### src/design/sawq_pkg.sv
package sawq_pkg;

	localparam logic [1:0] KIND_REQUEST = 2'd0;
	localparam logic [1:0] KIND_RELEASE = 2'd1;
	localparam logic [1:0] KIND_DRAIN   = 2'd2;

	localparam logic REG_SLOT_COUNT = 1'b0;
	localparam logic REG_WAIT_EN    = 1'b1;

	localparam logic [6:0] SLOT_COUNT_RESET = 7'd64;
	localparam int         RESULT_LIMIT     = 64;

	typedef enum logic [2:0] {
		ST_GRANTED     = 3'd0,
		ST_QUEUED      = 3'd1,
		ST_TURNED_AWAY = 3'd2,
		ST_QUEUE_FULL  = 3'd3,
		ST_RELEASED    = 3'd4,
		ST_REJECTED    = 3'd5,
		ST_NOTHING     = 3'd6
	} status_t;

	typedef enum logic [1:0] {
		S_IDLE,
		S_EXEC,
		S_EMIT
	} state_t;

	typedef struct packed {
		logic load;
		logic exec;
		logic emit;
	} dp_cmd_t;

	typedef struct packed {
		logic room;
		logic more;
	} dp_sts_t;

endpackage

### src/design/sawq_regs.sv
module sawq_regs (
	input  logic        clk,
	input  logic        arst_n,
	input  logic        psel,
	input  logic        penable,
	input  logic        pwrite,
	input  logic [2:0]  paddr,
	input  logic [31:0] pwdata,
	output logic [31:0] prdata,
	output logic        pready,
	output logic [6:0]  slot_count,
	output logic        wait_enabled
);

	logic [6:0] slot_count_q;
	logic       wait_q;
	logic       wr;

	assign wr     = psel && penable && pwrite;
	assign pready = 1'b1;

	always_ff @(posedge clk or negedge arst_n) begin
		if (!arst_n) begin
			slot_count_q <= sawq_pkg::SLOT_COUNT_RESET;
			wait_q       <= 1'b1;
		end else if (wr) begin
			unique case (paddr[2])
				sawq_pkg::REG_SLOT_COUNT: slot_count_q <= pwdata[6:0];
				sawq_pkg::REG_WAIT_EN:    wait_q       <= pwdata[0];
			endcase
		end
	end

	always_comb begin
		unique case (paddr[2])
			sawq_pkg::REG_SLOT_COUNT: prdata = {25'd0, slot_count_q};
			sawq_pkg::REG_WAIT_EN:    prdata = {31'd0, wait_q};
		endcase
	end

	assign slot_count   = slot_count_q;
	assign wait_enabled = wait_q;

endmodule

### src/design/sawq_ctrl.sv
module sawq_ctrl (
	input  logic              clk,
	input  logic              arst_n,
	input  logic              in_valid,
	input  logic [1:0]        kind,
	output logic              in_stall,
	input  sawq_pkg::dp_sts_t sts,
	output sawq_pkg::dp_cmd_t cmd
);

	sawq_pkg::state_t state_q;
	sawq_pkg::state_t state_d;
	logic             has_result;

	assign has_result = (kind == sawq_pkg::KIND_REQUEST) || (kind == sawq_pkg::KIND_RELEASE)
		|| (kind == sawq_pkg::KIND_DRAIN);

	always_ff @(posedge clk or negedge arst_n) begin
		if (!arst_n) begin
			state_q <= sawq_pkg::S_IDLE;
		end else begin
			state_q <= state_d;
		end
	end

	always_comb begin
		state_d  = state_q;
		cmd      = '0;
		in_stall = 1'b1;
		unique case (state_q)
			sawq_pkg::S_IDLE: begin
				in_stall = 1'b0;
				if (in_valid) begin
					cmd.load = 1'b1;
					if (has_result) begin
						state_d = sawq_pkg::S_EXEC;
					end
				end
			end
			sawq_pkg::S_EXEC: begin
				cmd.exec = 1'b1;
				state_d  = sawq_pkg::S_EMIT;
			end
			sawq_pkg::S_EMIT: begin
				if (sts.room) begin
					cmd.emit = 1'b1;
					state_d  = sts.more ? sawq_pkg::S_EXEC : sawq_pkg::S_IDLE;
				end
			end
			default: state_d = sawq_pkg::S_IDLE;
		endcase
	end

endmodule

### src/design/sawq_dp.sv
module sawq_dp #(
	parameter int SLOTS      = 64,
	parameter int WAIT_DEPTH = 64,
	parameter int ID_BITS    = 16
) (
	input  logic              clk,
	input  logic              arst_n,
	input  sawq_pkg::dp_cmd_t cmd,
	output sawq_pkg::dp_sts_t sts,
	input  logic [1:0]        kind,
	input  logic [15:0]       requester_id,
	input  logic [5:0]        slot_index,
	input  logic [31:0]       time_stamp,
	input  logic [6:0]        slot_count,
	input  logic              wait_enabled,
	input  logic              out_stall,
	output logic              out_valid,
	output logic [2:0]        status,
	output logic [15:0]       requester_id_res,
	output logic [5:0]        slot_index_res,
	output logic [31:0]       time_stamp_res,
	output logic [6:0]        free_count,
	output logic [6:0]        waiting_count,
	output logic              last
);

	localparam int CAP = (SLOTS < 64) ? SLOTS : 64;
	localparam int SW  = (CAP > 1) ? $clog2(CAP) : 1;
	localparam int NG  = (CAP + 7) / 8;
	localparam int PW  = (WAIT_DEPTH > 1) ? $clog2(WAIT_DEPTH) : 1;
	localparam int CW  = $clog2(WAIT_DEPTH + 1);
	localparam int IW  = (ID_BITS < 16) ? ID_BITS : 16;
	localparam logic [15:0] ID_MASK = (ID_BITS >= 16) ? 16'hFFFF : 16'((1 << IW) - 1);

	logic [CAP-1:0]    occ_q;
	logic [PW-1:0]     head_q;
	logic [PW-1:0]     tail_q;
	logic [CW-1:0]     waiting_q;
	logic [6:0]        grant_cnt_q;
	logic              pend_dec_q;
	logic              pend_inc_q;
	logic              out_valid_q;

	logic [IW-1:0]     wait_mem [WAIT_DEPTH];
	logic [IW-1:0]     rd_q;

	logic [1:0]        kind_q;
	logic [15:0]       id_q;
	logic [5:0]        slot_q;
	logic [31:0]       ts_q;

	sawq_pkg::status_t pend_status_q;
	logic [15:0]       pend_id_q;
	logic [5:0]        pend_slot_q;
	logic [31:0]       pend_ts_q;

	sawq_pkg::status_t out_status_q;
	logic [15:0]       out_id_q;
	logic [5:0]        out_slot_q;
	logic [31:0]       out_ts_q;
	logic [6:0]        out_free_q;
	logic [6:0]        out_wait_q;
	logic              out_last_q;

	logic [6:0]        eff;
	logic [NG*8-1:0]   free_vec;
	logic [3:0]        grp_cnt_d [NG];
	logic [2:0]        grp_low_d [NG];
	logic [3:0]        grp_cnt_q [NG];
	logic [2:0]        grp_low_q [NG];
	logic [NG-1:0]     grp_any_q;
	logic              any_free;
	logic [5:0]        low_idx;
	logic [6:0]        free_sum;
	logic [6:0]        free_after;
	logic [15:0]       rd_id;
	logic [CW+6:0]     wait_ext;

	logic              rel_ok;
	logic              wait_full;
	logic              waiting_nz;
	logic              do_grant;
	logic              do_queue;
	logic              do_pop;
	logic              do_free;
	sawq_pkg::status_t p_status;
	logic [15:0]       p_id;
	logic [5:0]        p_slot;
	logic [31:0]       p_ts;
	logic              more;

	always_comb begin
		if (slot_count == 7'd0) begin
			eff = 7'd1;
		end else if (slot_count > 7'(CAP)) begin
			eff = 7'(CAP);
		end else begin
			eff = slot_count;
		end
	end

	for (genvar i = 0; i < NG * 8; i++) begin : g_free
		if (i < CAP) begin : g_slot
			assign free_vec[i] = !occ_q[i] && (7'(i) < eff);
		end else begin : g_pad
			assign free_vec[i] = 1'b0;
		end
	end

	always_comb begin
		for (int g = 0; g < NG; g++) begin
			grp_cnt_d[g] = 4'd0;
			grp_low_d[g] = 3'd0;
			for (int b = 7; b >= 0; b--) begin
				if (free_vec[g*8+b]) begin
					grp_low_d[g] = 3'(b);
				end
				grp_cnt_d[g] = grp_cnt_d[g] + {3'd0, free_vec[g*8+b]};
			end
		end
	end

	always_ff @(posedge clk) begin
		for (int g = 0; g < NG; g++) begin
			grp_cnt_q[g] <= grp_cnt_d[g];
			grp_low_q[g] <= grp_low_d[g];
			grp_any_q[g] <= |free_vec[g*8 +: 8];
		end
	end

	always_comb begin
		any_free = 1'b0;
		low_idx  = 6'd0;
		free_sum = 7'd0;
		for (int g = NG - 1; g >= 0; g--) begin
			if (grp_any_q[g]) begin
				any_free = 1'b1;
				low_idx  = {3'(g), grp_low_q[g]};
			end
		end
		for (int g = 0; g < NG; g++) begin
			free_sum = free_sum + {3'd0, grp_cnt_q[g]};
		end
	end

	assign rd_id      = 16'({16'd0, rd_q});
	assign rel_ok     = ({1'b0, slot_q} < eff) && occ_q[slot_q[SW-1:0]];
	assign wait_full  = (waiting_q == CW'(WAIT_DEPTH));
	assign waiting_nz = (waiting_q != '0);

	always_comb begin
		do_grant = 1'b0;
		do_queue = 1'b0;
		do_pop   = 1'b0;
		do_free  = 1'b0;
		p_status = sawq_pkg::ST_NOTHING;
		p_id     = id_q;
		p_slot   = 6'd0;
		p_ts     = ts_q;
		unique case (kind_q)
			sawq_pkg::KIND_REQUEST: begin
				if (any_free) begin
					do_grant = 1'b1;
					p_status = sawq_pkg::ST_GRANTED;
					p_slot   = low_idx;
				end else if (!wait_enabled) begin
					p_status = sawq_pkg::ST_TURNED_AWAY;
				end else if (wait_full) begin
					p_status = sawq_pkg::ST_QUEUE_FULL;
				end else begin
					do_queue = 1'b1;
					p_status = sawq_pkg::ST_QUEUED;
				end
			end
			sawq_pkg::KIND_RELEASE: begin
				p_slot = slot_q;
				p_ts   = 32'd0;
				if (rel_ok) begin
					do_free  = 1'b1;
					p_status = sawq_pkg::ST_RELEASED;
				end else begin
					p_status = sawq_pkg::ST_REJECTED;
				end
			end
			sawq_pkg::KIND_DRAIN: begin
				if (waiting_nz && any_free) begin
					do_grant = 1'b1;
					do_pop   = 1'b1;
					p_status = sawq_pkg::ST_GRANTED;
					p_id     = rd_id;
					p_slot   = low_idx;
				end else begin
					p_id = 16'd0;
				end
			end
			default: begin
				p_id = 16'd0;
			end
		endcase
	end

	assign free_after = free_sum - {6'd0, pend_dec_q} + {6'd0, pend_inc_q};
	assign more = (kind_q == sawq_pkg::KIND_DRAIN) && (pend_status_q == sawq_pkg::ST_GRANTED)
		&& waiting_nz && (free_after != 7'd0) && (grant_cnt_q != 7'(sawq_pkg::RESULT_LIMIT));
	assign wait_ext = {7'd0, waiting_q};

	assign sts.room = !out_valid_q || !out_stall;
	assign sts.more = more;

	always_ff @(posedge clk or negedge arst_n) begin
		if (!arst_n) begin
			occ_q       <= '0;
			head_q      <= '0;
			tail_q      <= '0;
			waiting_q   <= '0;
			grant_cnt_q <= 7'd0;
			pend_dec_q  <= 1'b0;
			pend_inc_q  <= 1'b0;
			out_valid_q <= 1'b0;
		end else begin
			pend_dec_q <= cmd.exec && do_grant;
			pend_inc_q <= cmd.exec && do_free;
			if (cmd.load) begin
				grant_cnt_q <= 7'd0;
			end
			if (cmd.exec) begin
				if (do_grant) begin
					occ_q[low_idx[SW-1:0]] <= 1'b1;
					grant_cnt_q            <= grant_cnt_q + 7'd1;
				end
				if (do_free) begin
					occ_q[slot_q[SW-1:0]] <= 1'b0;
				end
				if (do_queue) begin
					tail_q    <= (tail_q == PW'(WAIT_DEPTH - 1)) ? '0 : tail_q + 1'b1;
					waiting_q <= waiting_q + 1'b1;
				end
				if (do_pop) begin
					head_q    <= (head_q == PW'(WAIT_DEPTH - 1)) ? '0 : head_q + 1'b1;
					waiting_q <= waiting_q - 1'b1;
				end
			end
			if (cmd.emit) begin
				out_valid_q <= 1'b1;
			end else if (!out_stall) begin
				out_valid_q <= 1'b0;
			end
		end
	end

	always_ff @(posedge clk) begin
		rd_q <= wait_mem[head_q];
		if (cmd.exec && do_queue) begin
			wait_mem[tail_q] <= id_q[IW-1:0];
		end
		if (cmd.load) begin
			kind_q <= kind;
			id_q   <= requester_id & ID_MASK;
			slot_q <= slot_index;
			ts_q   <= time_stamp;
		end
		if (cmd.exec) begin
			pend_status_q <= p_status;
			pend_id_q     <= p_id;
			pend_slot_q   <= p_slot;
			pend_ts_q     <= p_ts;
		end
		if (cmd.emit) begin
			out_status_q <= pend_status_q;
			out_id_q     <= pend_id_q;
			out_slot_q   <= pend_slot_q;
			out_ts_q     <= pend_ts_q;
			out_free_q   <= free_after;
			out_wait_q   <= wait_ext[6:0];
			out_last_q   <= !more;
		end
	end

	assign out_valid        = out_valid_q;
	assign status           = out_status_q;
	assign requester_id_res = out_id_q;
	assign slot_index_res   = out_slot_q;
	assign time_stamp_res   = out_ts_q;
	assign free_count       = out_free_q;
	assign waiting_count    = out_wait_q;
	assign last             = out_last_q;

endmodule

### src/design/slot_allocator_with_wait_queue_top.sv
// First-fit slot allocator with a bounded FIFO wait queue. A request takes the lowest free
// slot below the configured slot count, or is queued (or turned away when waiting is off or
// the queue is full); a release frees an occupied slot; a drain hands free slots to queued
// requesters in arrival order, one result per grant, up to 64 grants per request, with last
// set on the final result; a drain that can grant nothing gives a single result. The
// controller loads an accepted operation, then runs its execute and emit steps, repeating
// them for each result of a drain; the execute step reads a first-free search and free count
// registered from the occupancy map. Results wait in an output register, and a stalled
// output holds the emit step. Configuration is written through the APB port at byte
// address 0 (slot_count) and 4 (wait_enabled).
module slot_allocator_with_wait_queue_top #(
	parameter int SLOTS      = 64,
	parameter int WAIT_DEPTH = 64,
	parameter int ID_BITS    = 16
) (
	input  logic        clk,
	input  logic        arst_n,
	input  logic        psel,
	input  logic        penable,
	input  logic        pwrite,
	input  logic [2:0]  paddr,
	input  logic [31:0] pwdata,
	output logic [31:0] prdata,
	output logic        pready,
	input  logic        in_valid,
	output logic        in_stall,
	input  logic [1:0]  kind,
	input  logic [15:0] requester_id,
	input  logic [5:0]  slot_index,
	input  logic [31:0] time_stamp,
	output logic        out_valid,
	input  logic        out_stall,
	output logic [2:0]  status,
	output logic [15:0] requester_id_res,
	output logic [5:0]  slot_index_res,
	output logic [31:0] time_stamp_res,
	output logic [6:0]  free_count,
	output logic [6:0]  waiting_count,
	output logic        last
);

	logic [6:0]        slot_count;
	logic              wait_enabled;
	sawq_pkg::dp_cmd_t cmd;
	sawq_pkg::dp_sts_t sts;

	sawq_regs u_regs (
		.clk          (clk),
		.arst_n       (arst_n),
		.psel         (psel),
		.penable      (penable),
		.pwrite       (pwrite),
		.paddr        (paddr),
		.pwdata       (pwdata),
		.prdata       (prdata),
		.pready       (pready),
		.slot_count   (slot_count),
		.wait_enabled (wait_enabled)
	);

	sawq_ctrl u_ctrl (
		.clk      (clk),
		.arst_n   (arst_n),
		.in_valid (in_valid),
		.kind     (kind),
		.in_stall (in_stall),
		.sts      (sts),
		.cmd      (cmd)
	);

	sawq_dp #(
		.SLOTS      (SLOTS),
		.WAIT_DEPTH (WAIT_DEPTH),
		.ID_BITS    (ID_BITS)
	) u_dp (
		.clk              (clk),
		.arst_n           (arst_n),
		.cmd              (cmd),
		.sts              (sts),
		.kind             (kind),
		.requester_id     (requester_id),
		.slot_index       (slot_index),
		.time_stamp       (time_stamp),
		.slot_count       (slot_count),
		.wait_enabled     (wait_enabled),
		.out_stall        (out_stall),
		.out_valid        (out_valid),
		.status           (status),
		.requester_id_res (requester_id_res),
		.slot_index_res   (slot_index_res),
		.time_stamp_res   (time_stamp_res),
		.free_count       (free_count),
		.waiting_count    (waiting_count),
		.last             (last)
	);

endmodule

### config.mk
export PLATFORM = sky130hd
export DESIGN_NAME = slot_allocator_with_wait_queue_top
export DESIGN_NICKNAME = d
export VERILOG_FILES = /design/src/design/sawq_pkg.sv /design/src/design/sawq_regs.sv /design/src/design/sawq_ctrl.sv /design/src/design/sawq_dp.sv /design/src/design/slot_allocator_with_wait_queue_top.sv
export SDC_FILE = /design/constraint.sdc
export NUM_CORES = 2
export LEC_CHECK = 0
export BUFFER_PORTS_ARGS = -buffer_cell sky130_fd_sc_hd__buf_4
export CORE_MARGIN = 3
export CORE_UTILIZATION = 56
export DETAILED_ROUTE_END_ITERATION = 16
export PLACE_DENSITY = 0.73
export SYNTH_ARGS = -nofsm -noshare
export SYNTH_HDL_FRONTEND = slang
export SYNTH_SLANG_ARGS = --single-unit
### constraint.sdc
create_clock -name clk -period 6.5 [get_ports clk]
set_input_delay 1.3 -clock clk [delete_from_list [all_inputs] [get_ports clk]]
set_output_delay 1.3 -clock clk [all_outputs]
set_load 0.1 [all_outputs]
# Word-level counts from Yosys, hierarchy flattened
# Memory sizes are Yosys's and may differ from the RTL's. A register that Yosys moved wholly into a read port is not among the register bits.
# Index checks and enable logic that the tools add are counted.
totals:
  ramBits: 1080
  input_bits: 98
  word_cells: 493
  memories: 3
  out_inout_bits: 107
  regBits: 296
mem_list:
  columns: ["memory", "depth", "word_bits", "rd", "rd_clocked_by_memory_dff", "write_ports", "line_no", "rtl"]
  rows:
  - ["u_dp.wait_mem", 64, 16, 1, 1, 1, "sawq_dp.sv:44", "logic [IW-1:0] wait_mem [WAIT_DEPTH];"]
  - ["u_dp.grp_cnt_q", 8, 4, 8, 0, 8, "sawq_dp.sv:69", "logic [3:0] grp_cnt_q [NG];"]
  - ["u_dp.grp_low_q", 8, 3, 8, 0, 8, "sawq_dp.sv:70", "logic [2:0] grp_low_q [NG];"]
classes:
  bitwise_logic: 4
  eq_ne: 14
  n_mux: 135
  addsub: 70
  reduce_logical: 170
  n_lt_le_gt_ge: 70
op_table:
  columns: ["cell", "count"]
  rows:
  - ["$lt 6x7->1 const A", 32]
  - ["$mux 3", 67]
  - ["$add 4x1->4", 48]
  - ["$mux 64", 3]
  - ["$lt 5x7->1 const A", 16]
  - ["$logic_and 1x1->1", 77]
  - ["$mux 6", 12]
  - ["$logic_not 1->1", 67]
  - ["$and 64x64->64", 1]
  - ["$not 64->64", 1]
  - ["$or 64x64->64", 1]
  - ["$pmux 32 s2", 1]
  - ["$reduce_or 8->1", 8]
  - ["$lt 4x7->1 const A", 8]
  - ["$mux 7", 7]
  - ["$add 7x4->7", 6]
  - ["$mux 1", 32]
  - ["$pmux 16 s2", 1]
  - ["$lt 3x7->1 const A", 4]
  - ["$pmux 6 s3", 1]
  - ["$add 1x1->2", 8]
  - ["$mux 16", 1]
  - ["$add 7x1->7 const B", 2]
  - ["$lt 1x7->1 const A", 2]
  - ["other kinds (33)", 57]

# Logic depth before layout (Yosys ltp)
# An unclocked memory read counts as a cell.
logic_depth:
  depth_word: 18
  depth_mapped: 20

# Hierarchy
# A second synthesis with hierarchy kept.
hier_totals:
  cells_unflattened: 3156
  hier_area_um2: 57069.7
modules_own_cells:
  columns: ["module", "instances", "cells_each", "seq_area_each_um2", "area_per_inst_um2"]
  rows:
  - ["sawq_dp", 1, 3090, 40233.6, 56345.3]
  - ["sawq_regs", 1, 53, 202.7, 589.3]
  - ["sawq_ctrl", 1, 13, 50.0, 135.1]

# Worst setup path before layout
# No wires, ideal clock.
synth_path:
  path_type: "input to register"
  startpoint: "input out_stall"
  endpoint: "register u_dp.out_free_q[0], in the netlist u_dp.free_count[0], enable pin"
  cell_stages: 1
  arrival_ns: 4.847
  slack_ns: 1.125
  path_buffers: 0
  t_required_ns: 5.972
  path_cell_list: "a21oi_1"
synth_between:
  elab_chain_cells: 4
synth_rtl:
  columns: ["element", "line_no", "rtl"]
  rows:
  - ["start, declared", "slot_allocator_with_wait_queue_top.sv:32", "input logic out_stall,"]
  - ["$logic_not 1->1", "sawq_dp.sv:207", "assign sts.room = !out_valid_q || !out_stall;"]
  - ["$logic_or 1x1->1", "sawq_dp.sv:207", null]
  - ["$mux 1", "sawq_ctrl.sv:45", "if (sts.room) begin"]
  - ["$mux 1", "sawq_ctrl.sv:30", "unique case (state_q)"]
  - ["end signal, assigned", "sawq_dp.sv:273", "out_free_q <= free_after;"]
  - ["end, declared", "sawq_dp.sv:61", "logic [6:0] out_free_q;"]
# No other way between the ends.
# A chain may end at the register's enable or synchronous reset.

==> qor.txt <==
Resize count post-CTS: 0
Detailed Route Iter0 Violations: 3452
met2 GRT Util: 0.426
Seq/Total Area, Yosys: 0.714
hpwl dp: 80400 um
Lkg Pwr: 21.8 nW
Yosys warning total: 0
Hold Crit Class: reg2reg
Clock Skews: 0.0287 ns
Final Power: 26.4 mW
placer congestion estimate: 0.944
1st-pass router iterations: 8
EDFF count, synth: 1209
via count: 29700
unrepaired setup endpoints after global routing: no
crit path time final: 5.12 ns
commonest cells after routing, fill and taps aside: edfxtp_1 (1209), mux4_2 (340), buf_4 (252)
fmax: 195 MHz
first-pass GRT wire length: 198000 um
met3 Use GR: 0.0475
post-layout util: 0.640
Core Rows: 116
Port Buffers: 151
PD cells: 411 nW/um^2
register area: 40500 um^2
I/O pin total: 205
antenna viol nets, final: 0
Mapped Area: 56700 um^2
layout net count: 3576
CTS buffer count: 141
Worst setup SP type: flip-flop
Clock H-tree levels: 4
CP required: 7.11 ns
slowest CP cell: fa_1
Peak supply drop: 1150 uV
WL per Instance: 27.7 um
initial core utilization: 0.565
busiest layer in global routing: met2
outcome: completed
initial antenna violation count: 2
met1 usage: 0.359
filler instances: 6633
crit path cell chain: ha_1, fa_1, xnor2_1, ha_1, inv_1, fa_1, fa_1, inv_1, fa_1, inv_1, ha_1, inv_1, fa_1, inv_1, or4_1, or4_1, nand4_1, a21oi_1
area occupied by multi-input gates: 14800 um^2
vias in the first global route: 30300
Setup Buffers After CTS: 0
synthesized instance count: 3088
Synth Register Bits: 1392
design area: 64200 um^2
pre-CTS WS: 1.36 ns
clock tree buffer depth: 3
gr usage total: 0.259
clock slew at reported path FFs: 0.06 ns
delay-heaviest family, CP: adder cells
final hold vios: 0
Rel. slew slack: 0.189
Post-DP Area: 59700 um^2
Area growth syn-to-layout: 13.3%
cts-stage hold buffer count: 0
Clock Latency Late Sink: 0.74 ns
syn_area_per_cell: 18.4 um^2
Yosys cell types: 73
worst setup margin: 1.38 ns
CP max FO: 2
width of the die: 324 um
core area: 100000 um^2
TNS Setup: 0 ns
Top FF cell, synth: edfxtp_1
Die Y: 324 um
DRC: 0
Worst EP arrival: 5.73 ns
Final period util: 0.788
max incr delay on CP: 0.56 ns
Synth async-reset ratio: 0.0740
Worst Path Class, Setup: reg2reg
MaxCap Viol Count: 0
share of layout cells above drive strength 1: 0.244
commonest non-fill, non-tap cell in the layout: edfxtp_1
Vias/cell: 6.16
total wire length: 133000 um
Critical Path Sink Type: flip-flop
full die area: 105000 um^2
grt total ovfl: 0
Clock Sinks: 1392
worst slew pin tran: 1.22 ns
final setup violation count: 0
Clock Tree Root: clkbuf_16
Worst Path Buf+Inv: 5
flop-to-flop setup slack: 1.38 ns
CTS tree: built
Slew Viols, Final: 0
largest net degree at the start of global routing: 129
## worst paths after layout
kind / start / end / cells after the start
min in group asynchronous: arst_n / u_dp.occ_q[57] / 1
max reg2reg: u_dp.grp_cnt_q[0][0] / u_ctrl.state_q[0] / 18
max: u_dp.grp_cnt_q[0][0] / u_ctrl.state_q[0] / 18
min reg2reg: u_dp.pend_ts_q[30] / u_dp.time_stamp_res[30] / 0
max in group asynchronous: arst_n / u_dp.head_q[0] / 2
min: u_dp.pend_ts_q[30] / u_dp.time_stamp_res[30] / 0
## cell type report
class | count | share of cell area
clock inverters | 70 | 0.0102
multi-input cells | 1370 | 0.231
repair buffers | 256 | 0.0307
well taps | 1357 | 0.0264
diodes | 2 | 0.0000779
flip-flops and latches | 1392 | 0.631
inverters | 184 | 0.0108
clock buffers | 187 | 0.0599
## report_power, final
group          switching [mW]  internal, mW
logic                    4.86          2.47
clock network            3.26          4.60
registers               0.253          11.0
## worst reg2reg max path: stages (launching register included)
cell and delay (ns):
dfxtp_1 0.30, ha_1 0.22, fa_1 0.41, xnor2_1 0.16
ha_1 0.28, inv_1 0.05, fa_1 0.52, fa_1 0.56
inv_1 0.06, fa_1 0.47, inv_1 0.08, ha_1 0.20
inv_1 0.07, fa_1 0.49, inv_1 0.06, or4_1 0.40
or4_1 0.46, nand4_1 0.14, a21oi_1 0.08
## flip-flops by register name (all words and copies together) (netlist names), 8 cells and up
name	count
u_dp.requester_id_res	16
u_dp.occ_q	64
u_dp.grp_any_q	8
u_dp.ts_q	32
u_dp.time_stamp_res	32
u_dp.wait_mem	1024
u_dp.id_q	16
u_dp.pend_ts_q	32
u_dp.rd_id	16
u_dp.grp_cnt_q	32
u_dp.pend_id_q	16
u_dp.grp_low_q	24
## synth_stat cells, types with 9 or more instances
| master | count | area [um^2] |
|---|---|---|
| inv_1 | 183 | 687 |
| nor2_1 | 140 | 526 |
| mux2_2 | 16 | 180 |
| and2_1 | 36 | 225 |
| a21o_1 | 21 | 158 |
| nand2b_1 | 17 | 106 |
| buf_4 | 26 | 195 |
| nand4_1 | 11 | 68.8 |
| xnor2_1 | 21 | 184 |
| nor3_1 | 24 | 120 |
| dfxtp_1 | 80 | 1600 |
| buf_2 | 27 | 135 |
| a31oi_1 | 12 | 75.1 |
| ha_1 | 78 | 976 |
| nor2b_1 | 29 | 181 |
| clkbuf_1 | 98 | 368 |
| a21boi_0 | 9 | 67.6 |
| nand3b_1 | 11 | 82.6 |
| mux4_2 | 340 | 7660 |
| dfrtp_1 | 101 | 2530 |
| fa_1 | 55 | 1100 |
| edfxtp_1 | 1209 | 36300 |
| mux2i_1 | 14 | 140 |
| or2_2 | 12 | 75.1 |
| a21oi_1 | 204 | 1020 |
| buf_1 | 15 | 56.3 |
| nand2_1 | 79 | 297 |
| nand3_1 | 22 | 110 |
| a211oi_1 | 15 | 113 |
| o21ai_0 | 66 | 330 |
## kinds of logic (layout without fill, tap and decap cells)
kind of cell,count (synthesis),in the layout,synth area share
other,2,28,0.000133
xor gates and xnor gates,26,26,0.00402
DFF,1392,1392,0.714
adders and majority gates,133,133,0.0367
buffers and inverters,350,697,0.0255
AOI/OAI and AO/OA,384,384,0.0394
and+or+nand+nor,431,431,0.0391
muxes,370,370,0.141
## stage by stage
stage               hold slack [ns]  instances
global route                  0.425       4816
finish                        0.417       4818
global placement              0.402       4559
detailed placement            0.405       4559
CTS                           0.418       4816
floorplan                     0.400       3112
## layer usage
| metal | up-vias | wire, um |
|---|---|---|
| li1 | 12600 | - |
| met1 | 15400 | 52100 |
| met4 | 0 | 3710 |
| met5 | - | 0 |
| met2 | 1509 | 66600 |
| met3 | 226 | 11000 |
Power figures use the tool's default switching activity.
